==> src/rtl/core/mclp_pkg.sv <==
// package for the move command line parser
// request and result payload types, status codes and character constants
// no dependencies
`default_nettype none

package mclp_pkg;

  localparam int unsigned HOLD_W  = 24;
  localparam int unsigned POWER_W = 32;

  // request kinds
  localparam logic CMD_BYTE = 1'b0;
  localparam logic CMD_TICK = 1'b1;

  // result status codes
  localparam logic [1:0] STATUS_UNKNOWN    = 2'd0;
  localparam logic [1:0] STATUS_EXECUTED   = 2'd1;
  localparam logic [1:0] STATUS_SUPPRESSED = 2'd2;

  // characters
  localparam logic [7:0] CHAR_SPACE   = 8'h20;
  localparam logic [7:0] CHAR_NEWLINE = 8'h0A;
  localparam logic [7:0] CHAR_TAB     = 8'h09;
  localparam logic [7:0] CHAR_CR      = 8'h0D;
  localparam logic [7:0] CHAR_PLUS    = 8'h2B;
  localparam logic [7:0] CHAR_MINUS   = 8'h2D;
  localparam logic [7:0] CHAR_ZERO    = 8'h30;
  localparam logic [7:0] CHAR_NINE    = 8'h39;
  localparam logic [7:0] KEYWORD_C0   = 8'h4D;  // M
  localparam logic [7:0] KEYWORD_C1   = 8'h56;  // V

  // number conversion phase, one-hot
  typedef enum logic [2:0] {
    PHASE_SKIP = 3'b001,
    PHASE_NUM  = 3'b010,
    PHASE_STOP = 3'b100
  } phase_t;

  typedef struct packed {
    logic       cmd;
    logic [7:0] byte_value;
  } item_t;

  typedef struct packed {
    logic [1:0]                status;
    logic signed [POWER_W-1:0] left_power;
    logic signed [POWER_W-1:0] right_power;
  } result_t;

endpackage

`default_nettype wire

==> src/rtl/core/move_command_line_parser.sv <==
// move command line parser, top level
// parses "MV <left> <right>" lines from a byte stream and gates moves by tick hold-off
// depends on mclp_pkg
//
// usage:
//   request channel (item_valid / item_stall / item) carries either one received
//   byte or one time tick. a request is taken whenever item_stall is low; a newline
//   byte produces one result on the result channel (result_valid / result_stall /
//   result) via the output register, or the skid register while the receiver stalls;
//   other requests produce none. throughput is one request per cycle while item_stall
//   is low: the per-byte parse (keyword match, decimal accumulate by shift-add) is
//   one short combinational step on the running line state.
//   results go to an output register backed by a one-entry skid register, so
//   requests keep flowing while a result waits. item_stall rises only when the
//   skid register is occupied, i.e. after the receiver has stalled a waiting
//   result and another result was produced behind it.
//   hold_off_we writes hold_off_wdata into the hold-off register at the clock
//   edge; write it only while the block is idle.
//   rst (synchronous) clears the line state, tick counter and hold-off and empties
//   both result registers; the block accepts requests in the first cycle after it.
`default_nettype none

module move_command_line_parser (
  input  wire                               clk,
  input  wire                               rst,
  input  wire                               item_valid,
  output logic                              item_stall,
  input  wire mclp_pkg::item_t              item,
  output logic                              result_valid,
  input  wire                               result_stall,
  output mclp_pkg::result_t                 result,
  input  wire                               hold_off_we,
  input  wire [mclp_pkg::HOLD_W-1:0]        hold_off_wdata
);

  localparam int unsigned PW = mclp_pkg::POWER_W;
  localparam int unsigned HW = mclp_pkg::HOLD_W;

  // configuration and running state
  logic [HW-1:0]    hold_off_ticks;
  logic [HW-1:0]    elapsed_ticks, elapsed_ticks_next;
  logic [1:0]       token_index, token_index_next;
  logic             in_token, in_token_next;
  logic [1:0]       keyword_progress, keyword_progress_next;
  logic             keyword_mismatch, keyword_mismatch_next;
  mclp_pkg::phase_t number_phase, number_phase_next;
  logic             number_negative, number_negative_next;
  logic [PW-1:0]    number_value, number_value_next;
  logic [PW-1:0]    first_value, first_value_next;

  // result side
  mclp_pkg::result_t skid;
  logic              skid_full;
  mclp_pkg::result_t new_result;
  logic              new_result_valid;

  logic       accept;
  logic       out_ready;
  logic [7:0] c;
  logic       is_digit;
  logic       is_space;
  logic [PW-1:0] digit_value;
  logic [PW-1:0] signed_now;
  logic [7:0] keyword_char;

  assign item_stall  = skid_full;
  assign accept      = item_valid && !item_stall;
  assign out_ready   = !result_valid || !result_stall;

  assign c           = item.byte_value;
  assign is_digit    = (c >= mclp_pkg::CHAR_ZERO) && (c <= mclp_pkg::CHAR_NINE);
  assign is_space    = (c == mclp_pkg::CHAR_SPACE) ||
                       ((c >= mclp_pkg::CHAR_TAB) && (c <= mclp_pkg::CHAR_CR));
  assign digit_value = {{(PW-4){1'b0}}, c[3:0]};
  assign keyword_char = keyword_progress[0] ? mclp_pkg::KEYWORD_C1 : mclp_pkg::KEYWORD_C0;
  assign signed_now  = number_negative ? (PW'(0) - number_value) : number_value;

  always_comb begin
    elapsed_ticks_next    = elapsed_ticks;
    token_index_next      = token_index;
    in_token_next         = in_token;
    keyword_progress_next = keyword_progress;
    keyword_mismatch_next = keyword_mismatch;
    number_phase_next     = number_phase;
    number_negative_next  = number_negative;
    number_value_next     = number_value;
    first_value_next      = first_value;
    new_result_valid      = 1'b0;
    new_result.status      = mclp_pkg::STATUS_UNKNOWN;
    new_result.left_power  = '0;
    new_result.right_power = '0;

    if (accept) begin
      if (item.cmd == mclp_pkg::CMD_TICK) begin
        if (elapsed_ticks < hold_off_ticks) begin
          elapsed_ticks_next = elapsed_ticks + HW'(1);
        end
      end else if (c == mclp_pkg::CHAR_SPACE) begin
        if (in_token) begin
          if (token_index == 2'd1) begin
            first_value_next = signed_now;
          end
          if (token_index != 2'd3) begin
            token_index_next = token_index + 2'd1;
          end
          in_token_next = 1'b0;
        end
      end else begin
        // token start resets the number converter for parameter tokens
        if (!in_token && (token_index == 2'd1 || token_index == 2'd2)) begin
          number_phase_next    = mclp_pkg::PHASE_SKIP;
          number_negative_next = 1'b0;
          number_value_next    = '0;
        end
        in_token_next = 1'b1;

        if (token_index == 2'd0) begin
          if (keyword_progress != 2'd2 && c == keyword_char) begin
            keyword_progress_next = keyword_progress + 2'd1;
          end else begin
            keyword_mismatch_next = 1'b1;
          end
        end else if (token_index != 2'd3) begin
          unique case (number_phase_next)
            mclp_pkg::PHASE_SKIP: begin
              if (is_space) begin
                number_phase_next = mclp_pkg::PHASE_SKIP;
              end else if (c == mclp_pkg::CHAR_PLUS || c == mclp_pkg::CHAR_MINUS) begin
                number_negative_next = (c == mclp_pkg::CHAR_MINUS);
                number_phase_next    = mclp_pkg::PHASE_NUM;
              end else if (is_digit) begin
                number_value_next = digit_value;
                number_phase_next = mclp_pkg::PHASE_NUM;
              end else begin
                number_phase_next = mclp_pkg::PHASE_STOP;
              end
            end
            mclp_pkg::PHASE_NUM: begin
              if (is_digit) begin
                // times ten by shift-add, wraps modulo 2^32
                number_value_next = (number_value_next << 3) + (number_value_next << 1)
                                    + digit_value;
              end else begin
                number_phase_next = mclp_pkg::PHASE_STOP;
              end
            end
            mclp_pkg::PHASE_STOP: begin
              number_phase_next = mclp_pkg::PHASE_STOP;
            end
            default: begin
              number_phase_next = mclp_pkg::PHASE_STOP;
            end
          endcase
        end

        if (c == mclp_pkg::CHAR_NEWLINE) begin
          new_result_valid = 1'b1;
          if (keyword_progress_next == 2'd2 && !keyword_mismatch_next) begin
            if (token_index == 2'd1) begin
              new_result.left_power = number_negative_next ?
                                      (PW'(0) - number_value_next) : number_value_next;
            end else if (token_index != 2'd0) begin
              new_result.left_power  = first_value;
              new_result.right_power = number_negative_next ?
                                       (PW'(0) - number_value_next) : number_value_next;
            end
            if (elapsed_ticks >= hold_off_ticks) begin
              new_result.status  = mclp_pkg::STATUS_EXECUTED;
              elapsed_ticks_next = '0;
            end else begin
              new_result.status  = mclp_pkg::STATUS_SUPPRESSED;
            end
          end
          // line done
          token_index_next      = 2'd0;
          in_token_next         = 1'b0;
          keyword_progress_next = 2'd0;
          keyword_mismatch_next = 1'b0;
          number_phase_next     = mclp_pkg::PHASE_SKIP;
          number_negative_next  = 1'b0;
          number_value_next     = '0;
          first_value_next      = '0;
        end
      end
    end
  end

  always_ff @(posedge clk) begin
    if (rst) begin
      hold_off_ticks   <= '0;
      elapsed_ticks    <= '0;
      token_index      <= 2'd0;
      in_token         <= 1'b0;
      keyword_progress <= 2'd0;
      keyword_mismatch <= 1'b0;
      number_phase     <= mclp_pkg::PHASE_SKIP;
      number_negative  <= 1'b0;
      number_value     <= '0;
      first_value      <= '0;
    end else begin
      if (hold_off_we) begin
        hold_off_ticks <= hold_off_wdata;
      end
      elapsed_ticks    <= elapsed_ticks_next;
      token_index      <= token_index_next;
      in_token         <= in_token_next;
      keyword_progress <= keyword_progress_next;
      keyword_mismatch <= keyword_mismatch_next;
      number_phase     <= number_phase_next;
      number_negative  <= number_negative_next;
      number_value     <= number_value_next;
      first_value      <= first_value_next;
    end
  end

  // output register with one-entry skid
  always_ff @(posedge clk) begin
    if (rst) begin
      result_valid <= 1'b0;
      skid_full    <= 1'b0;
    end else if (out_ready) begin
      if (skid_full) begin
        result_valid <= 1'b1;
        skid_full    <= 1'b0;
      end else begin
        result_valid <= new_result_valid;
      end
    end else if (new_result_valid) begin
      skid_full <= 1'b1;
    end
  end

  always_ff @(posedge clk) begin
    if (out_ready) begin
      if (skid_full) begin
        result <= skid;
      end else if (new_result_valid) begin
        result <= new_result;
      end
    end else if (new_result_valid) begin
      skid <= new_result;
    end
  end

endmodule

`default_nettype wire

==> config.mk <==
export PLATFORM = sky130hd
export DESIGN_NAME = move_command_line_parser
export DESIGN_NICKNAME = d
export VERILOG_FILES = /design/src/rtl/core/mclp_pkg.sv /design/src/rtl/core/move_command_line_parser.sv
export SDC_FILE = /design/constraint.sdc
export NUM_CORES = 1
export LEC_CHECK = 0
export ABC_AREA = 1
export BUFFER_PORTS_ARGS = -buffer_cell sky130_fd_sc_hd__buf_2
export CAP_MARGIN = 20
export CELL_PAD_IN_SITES_DETAIL_PLACEMENT = 0
export CELL_PAD_IN_SITES_GLOBAL_PLACEMENT = 2
export CORE_UTILIZATION = 36
export CTS_CLUSTER_DIAMETER = 150
export DETAILED_ROUTE_END_ITERATION = 7
export PLACE_DENSITY_LB_ADDON = 0.1
export SYNTH_ARGS = -nofsm -noshare
export SYNTH_HDL_FRONTEND = slang
export SYNTH_SLANG_ARGS = --single-unit
==> constraint.sdc <==
create_clock -name clk -period 7.2 [get_ports clk]
set_input_delay 1.08 -clock clk [delete_from_list [all_inputs] [get_ports clk]]
set_output_delay 1.08 -clock clk [all_outputs]
set_load 0.01 [all_outputs]
==> results of run 1 <==
[area by class of cell]
type	count	area [um^2]
well taps	600	751
repair buffers	123	671
clock inverters	15	175
clock buffers	43	861
multi-input cells	1707	8930
fillers	4890	26800
inverters	288	1080
flip-flops and latches	256	6450
[how the worst max path moves through the flow]
stage	end	slack [ns]	cells past startpoint
2_1_floorplan	result[0]$_DFFE_PP_	1.21	11
3_3_place_gp	result[21]$_DFFE_PP_	1.80	27
3_5_place_dp	result[21]$_DFFE_PP_	1.73	27
4_1_cts	result[21]$_DFFE_PP_	1.74	27
5_1_grt	result[21]$_DFFE_PP_	1.30	29
6_report	result[21]$_DFFE_PP_	1.73	27
[where the power goes]
part           total, W  leakage [nW]  switching [W]  internal, W
sequential      0.00153          2.06     0.00000384      0.00153
combinational  0.000104          5.60      0.0000758    0.0000283
clock           0.00161         0.512       0.000661     0.000946
[state kept, by name (all words and copies together), names as in the netlist]
signal,cells
result_valid,1
elapsed_ticks,24
result,66
in_token,1
number_negative,1
number_phase,3
first_value,32
number_value,32
keyword_mismatch,1
item_stall,1
token_index,2
keyword_progress,2
skid,66
hold_off_ticks,24
[cell usage in the layout (no fill, tap or decap), drive strengths merged, types with 2 or more instances in the layout]
master,synthesis,final
o2111ai,2,2
o31ai,3,3
clkinv,1,10
mux2,17,17
clkbuf,58,43
a31oi,3,3
or3,2,2
edfxtp,132,132
ha,89,89
xnor2,11,11
o21bai,3,3
a211oi,4,4
o21ai,71,71
o211ai,5,5
inv,287,289
nand3b,16,16
xor2,49,49
a22oi,4,4
or2,9,9
a21boi,4,4
a21oi,222,222
nand3,146,146
o21a,4,4
nor2,345,345
nor4,5,5
dfxtp,124,124
bufinv,0,3
nor3,35,35
nand2,619,619
buf,24,123
o21ba,3,3
nand4,30,30
[per-layer routing]
layer	wire (um)	global-route usage, %
met1	28000	34.9
met3	2730	2.73
met4	1660	7.04
met5	0	0
met2	25200	38.4
[through the flow]
stage / hold slack, ns / instance area, um^2 / setup slack, ns
floorplan: 0.440 / 16800 / 1.21
global placement: 0.453 / 17900 / 1.80
detailed placement: 0.456 / 17900 / 1.73
CTS: 0.466 / 18900 / 1.74
global route: 0.479 / 18900 / 1.30
finish: 0.464 / 18900 / 1.73
[logic make-up after synthesis]
logic type | after synthesis
simple gates | 1210
fa+ha+maj | 90
buf+inv | 370
flops | 256
xor+xnor | 60
compound gates | 330
mux | 17
[tightest hold or removal path: stages (launching register included)]
cell and delay [ns]:
dfxtp_1 0.31, nand2_1 0.06, a21oi_1 0.05
==> impl_metrics.yaml, run 1 <==
run_status:
  outcome: "finished clean"
die:
  start_util_pct: 36.8
  dieArea_um2: 47500
  io_pins: 106
  core_region_area_um2: 45700
  die_y_um: 218
  die_x_um: 218
  rows: 78
worst_setup_path:
  crit_start: "token_index[0]$_SDFFE_PP0P_"
  worstReg2RegStart: "token_index[0]$_SDFFE_PP0P_"
  critPathMaxStageDelay_ns: 0.46
  arrival_ns: 5.82
  ff2ff_setup_slack_ns: 1.73
  critPathKind: "flop to flop"
  path_common_cell: "nand2_1"
  worstSetupEndpointType: "flop"
  cp-start-kind: "flop"
  cp_slowest_cell: "fa_1"
  rr_endpoint: "result[21]$_DFFE_PP_"
  reg2reg_depth: 27
  required_ns: 7.55
  critPathBufInv: 4
  path_max_fanout: 21
  cp_top_family: "simple AND/OR/NAND/NOR gates"
power:
  leakage_nw: 8.17
  power.density_nw_per_um2: 172
  p_total_w: 0.00324
  peakVddDrop_mv: 0.179
synthesis:
  synthSimpleGateAreaFrac_pct: 31.0
  synth_nets: 2461
  async_flop_share_pct: 0
  synth_top_family_by_area: "simple AND/OR/NAND/NOR gates"
  syn_area_per_cell_um2: 7.20
  seq_area_frac_synth_pct: 38.4
  synth_area_leaders: "edfxtp_1 (24%), dfxtp_1 (15%), nand2_1 (13%)"
  synth_most_common_cell: "nand2_1"
  synth_mux_area_share_pct: 1.14
  synth_area_leader_cell: "edfxtp_1"
  synth_cell_types: 58
  ys_ff_latch: 256
  synth_compound_area_share_pct: 10.9
  synth_commonest_cells: "nand2_1 (601), nor2_1 (331), inv_1 (282), a21oi_1 (216), nand3_1 (138)"
  synth_edf_count: 132
  yosys_warnings: 0
  synth_xor_area_share_pct: 3.17
  netlist_area_um2: 16800
  syn-instance-count: 2333
  synth_flop_cell: "edfxtp_1"
  synth_top_area_share_pct: 23.6
  synth_fa_ha_area_share_pct: 6.75
timing:
  period_minus_slack_ns: 5.47
  rsz0062_at_grt: "no"
  finalHoldViolations: 0
  finClkSkew_ns: 0.0318
  fin_tns_setup_ns: 0
  fin_crit_sh_pct: 75.9
  maxSlewHeadroom_pct: 33.6
  finalSetupViolCount: 0
  maxSlewViolCount: 0
  worstMarginPinSlew_ns: 0.996
  clock.fmax_ghz: 0.183
placed_design:
  numPortBuffers: 105
  dp_hpwl_um: 44200
  gp_congestion: 0.916
  dp.cells: 2973
route:
  wire_per_inst_um: 19.0
  remaining_drc_errors: 0
  drt_iter0_markers: 1112
  dr.pass1.iters: 5
  totalWireLength_um: 57600
  vias_per_cell: 5.01
  via_count: 15182
  detail-route-antenna-nets: 0
cells_and_area:
  syn2layout_area_growth_pct: 12.6
  post-route-util_pct: 41.4
  final_nets: 2535
  final_layout_size_suffix_gt1_share_pct: 11.1
  diodes: 0
  stdcell_count: 3032
global_routing:
  grt_max_degree: 85
  grt_remaining_overflow: 0
  track_usage_pct: 24.4
  antenna_found_initial: 0
  grt_pass1_wl_um: 89100
  grt_pass1_vias: 14873
clock_tree:
  cts_resized: 0
  root_buffer: "clkbuf_16"
  clkLatencyLatePin_ns: 0.60
  post_cts.repair.setup_buffers: 0
  clock_sinks: 256
  htreeDepth: 1
  cts_hold_buf: 0
  cts_tree: "built"
  cts.reportedPaths.clkPinSlew_ns: 0.06
  cts_made_buffers: 31
  cts.path.max_buffers: 3
hold_path:
  holdPathStages: 2
  min-delay-start: "first_value[31]$_SDFFE_PP0P_"
  hold_path_end: "first_value[31]$_SDFFE_PP0P_"
  hold_path.class: "flop to flop"
run:
  drv_cap: 0
Power figures use the tool's default switching activity.
==> run 2, diff against run 1 <==
--- a/config.mk
+++ b/config.mk
@@ -5,12 +5,12 @@
 export SDC_FILE = /design/constraint.sdc
 export NUM_CORES = 1
 export LEC_CHECK = 0
-export ABC_AREA = 1
+export ABC_AREA = 0
 export BUFFER_PORTS_ARGS = -buffer_cell sky130_fd_sc_hd__buf_2
 export CAP_MARGIN = 20
 export CELL_PAD_IN_SITES_DETAIL_PLACEMENT = 0
 export CELL_PAD_IN_SITES_GLOBAL_PLACEMENT = 2
-export CORE_UTILIZATION = 36
+export CORE_UTILIZATION = 35
 export CTS_CLUSTER_DIAMETER = 150
 export DETAILED_ROUTE_END_ITERATION = 7
 export PLACE_DENSITY_LB_ADDON = 0.1
==> constraint.sdc (replaced) <==
create_clock -name clk -period 4.5 [get_ports clk]
set_input_delay 0.675 -clock clk [delete_from_list [all_inputs] [get_ports clk]]
set_output_delay 0.675 -clock clk [all_outputs]
set_load 0.01 [all_outputs]
==> run 2 against run 1 <==
  * The flow now finishes with violations (negative setup slack)
  * Cell area rose by 5.2%
  * Final cell count fell by 16%
  * Synthesized cell count fell by 29%
  * Critical path depth fell by 7
  * Via count fell by 12%
  * Sequential cell count did not move
  * Combinational power rose by 61%
  * Total power rose by 55%
  * First-iteration DRC count fell by 34%
  * Non-clock buffer count rose by 233
  * Largest cell class unchanged
==> impl_metrics.yaml, run 2 <==
timing:
  finalHoldViolations: 0
  maxSlewHeadroom_pct: 40.6
  fin_crit_sh_pct: 106
  fin_tns_setup_ns: -7.58
  clock.fmax_ghz: 0.210
  rsz0062_at_grt: "yes"
  finClkSkew_ns: 0.0357
  worstMarginPinSlew_ns: 0.891
  final.setup.worst_slack_ns: -0.267
  holdWs_ns: 0.333
  maxSlewViolCount: 0
  finalSetupViolCount: 59
  period_minus_slack_ns: 4.77
die:
  die_x_um: 211
  dieArea_um2: 44300
  start_util_pct: 35.4
  die_y_um: 211
  io_pins: 106
  rows: 76
  core_region_area_um2: 43000
worst_setup_path:
  critPathKind: "flop to flop"
  path_max_fanout: 4
  critPathMaxStageDelay_ns: 0.55
  path_common_cell: "ha_4"
  arrival_ns: 5.07
  cp_slowest_cell: "or4b_4"
  cp-start-kind: "flop"
  required_ns: 4.80
  worstSetupEndpointType: "flop"
  path_cells: "inv_2 > ha_4 > nor2b_4 > nor2_4 > ha_4 > ha_4 > fa_2 > a211oi_4 > o21ai_2 > or2_4 > a32oi_4 > nand3_2 > or4b_4 > nor3_4 > buf_12 > buf_12 > a31oi_1 > xor2_2 > a222oi_1 > inv_1"
  critPathBufInv: 4
  cp_top_family: "simple AND/OR/NAND/NOR gates"
synthesis:
  seq_area_frac_synth_pct: 42.4
  synth_xor_area_share_pct: 5.40
  synth_cell_types: 85
  synth_nets: 1782
  syn-instance-count: 1654
  syn_area_per_cell_um2: 9.20
  synthSimpleGateAreaFrac_pct: 18.3
  synth_edf_count: 132
  synth_top_area_share_pct: 26.0
  yosys_warnings: 0
  synth_fa_ha_area_share_pct: 7.45
  async_flop_share_pct: 0
  synth_flop_cell: "edfxtp_1"
  netlist_area_um2: 15200
  synth_area_leader_cell: "edfxtp_1"
  synth_compound_area_share_pct: 20.6
  synth_commonest_cells: "nor2_1 (211), edfxtp_1 (132), dfxtp_1 (124), nand2_1 (116), a21oi_1 (106)"
  synth_most_common_cell: "nor2_1"
  synth_area_leaders: "edfxtp_1 (26%), dfxtp_1 (16%), ha_1 (7.3%)"
  ys_ff_latch: 256
  synth_mux_area_share_pct: 2.13
  synth_top_family_by_area: "compound AO/OA/AOI/OAI gates"
global_routing:
  grt_pass1_vias: 12859
  grt_pass1_wl_um: 75200
  grt_remaining_overflow: 0
  antenna_found_initial: 0
  grt_max_degree: 70
  track_usage_pct: 21.5
placed_design:
  dp_hpwl_um: 36300
  dpl_cell_area_um2: 18200
  numPortBuffers: 105
  post-place-ws_ns: -0.651
  gp_congestion: 0.838
cells_and_area:
  final_nets: 2081
  final_layout_size_suffix_gt1_share_pct: 28.3
  top_regs: "result (66), skid (66)"
  final_common_cell: "buf_4"
  fillers: 4293
  stdcell_area_um2: 19900
  layout_common_cells: "buf_4 (240), nor2_1 (202), edfxtp_1 (132)"
  syn2layout_area_growth_pct: 30.8
clock_tree:
  cts_made_buffers: 31
  clkLatencyLatePin_ns: 0.58
  cts_tree: "built"
  root_buffer: "clkbuf_16"
  htreeDepth: 1
  cts.path.max_buffers: 3
  cts.reportedPaths.clkPinSlew_ns: 0.06
  clock_sinks: 256
run:
  drv_cap: 0
route:
  dr.pass1.iters: 6
  drt_iter0_markers: 729
  wire_per_inst_um: 18.8
  totalWireLength_um: 48100
  remaining_drc_errors: 0
  via_count: 13426
  vias_per_cell: 5.24
  detail-route-antenna-nets: 0
hold_path:
  hold_path.class: "input port to flop"
power:
  peakVddDrop_mv: 0.281
  p_total_w: 0.00502
  power.density_nw_per_um2: 252
  leakage_nw: 8.35
run_status:
  outcome: "finished with violations"
  violations: "negative setup slack"
## run 2: through the flow
step	utilization [%]	instances
after global routing	46.3	2561
final	46.3	2562
after floorplan	-	1654
after global placement	42.3	2484
after CTS	45.5	2553
after detailed placement	42.3	2484
## run 2: logic make-up after synthesis
kind of cell / count (synthesis)
adder cells (fa/ha/maj): 90
multiplexers: 32
flip-flops: 256
AND/OR/NAND/NOR: 564
AO/OA/AOI/OAI: 472
buffers and inverters: 147
XOR/XNOR: 93
## run 2: area by class of cell
cell class / count / area [um^2] / share of cell area [%]
well taps: 585 / 732 / 3.68
multi-input cells: 1252 / 9040 / 45.4
clock inverters: 20 / 169 / 0.849
clock buffers: 36 / 795 / 3.99
repair buffers: 356 / 2500 / 12.6
diodes: 1 / 2.50 / 0.0126
flip-flops and latches: 256 / 6450 / 32.4
inverters: 56 / 210 / 1.06
## run 2: final timing paths
kind / startpoint / to / slack, ns / cells after the start
min: hold_off_wdata[11] / hold_off_ticks[11]$_SDFFE_PP0P_ / 0.33 / 3
max: token_index[1]$_SDFFE_PP0P_ / result[53]$_DFFE_PP_ / -0.27 / 20
min reg2reg: hold_off_ticks[5]$_SDFFE_PP0P_ / hold_off_ticks[5]$_SDFFE_PP0P_ / 0.49 / 2
max reg2reg: token_index[1]$_SDFFE_PP0P_ / result[53]$_DFFE_PP_ / -0.27 / 20
## run 2: report_power, final
| part | leakage (nW) | internal, W | switching [W] |
|---|---|---|---|
| logic | 5.63 | 0.0000601 | 0.000107 |
| clock network | 0.470 | 0.00138 | 0.00102 |
| registers | 2.25 | 0.00245 | 0.00000982 |
| total | 8.35 | 0.00388 | 0.00114 |
## run 2: per-layer routing
layer | part of all wire, % | vias to the layer above | track usage [%] | wire [um]
met3 | 3.9 | 48 | 2.09 | 1890
met5 | 0 | - | 0 | 0
met1 | 53 | 6417 | 33.4 | 25500
met2 | 42 | 291 | 31.9 | 20000
met4 | 1.4 | 0 | 4.20 | 665
li1 | - | 6670 | - | -
## run 2: worst register-to-register path: stages, from the launching register on
cell,delay (ns)
dfxtp_2,0.33
inv_2,0.05
ha_4,0.30
nor2b_4,0.23
nor2_4,0.07
ha_4,0.22
ha_4,0.17
fa_2,0.41
a211oi_4,0.27
o21ai_2,0.12
or2_4,0.29
a32oi_4,0.25
nand3_2,0.10
or4b_4,0.55
nor3_4,0.22
buf_12,0.13
buf_12,0.10
a31oi_1,0.11
xor2_2,0.20
a222oi_1,0.31
inv_1,0.07
## run 2: what timing repair did
action                                  4_1_cts  5_1_grt
resized for setup                            69       66
cloned                                        1        0
setup buffers                                12        8
hold buffers                                  0        0
endpoints found under the setup margin       83       83
hold endpoints to repair                      0        0
pin swaps                                    46       46
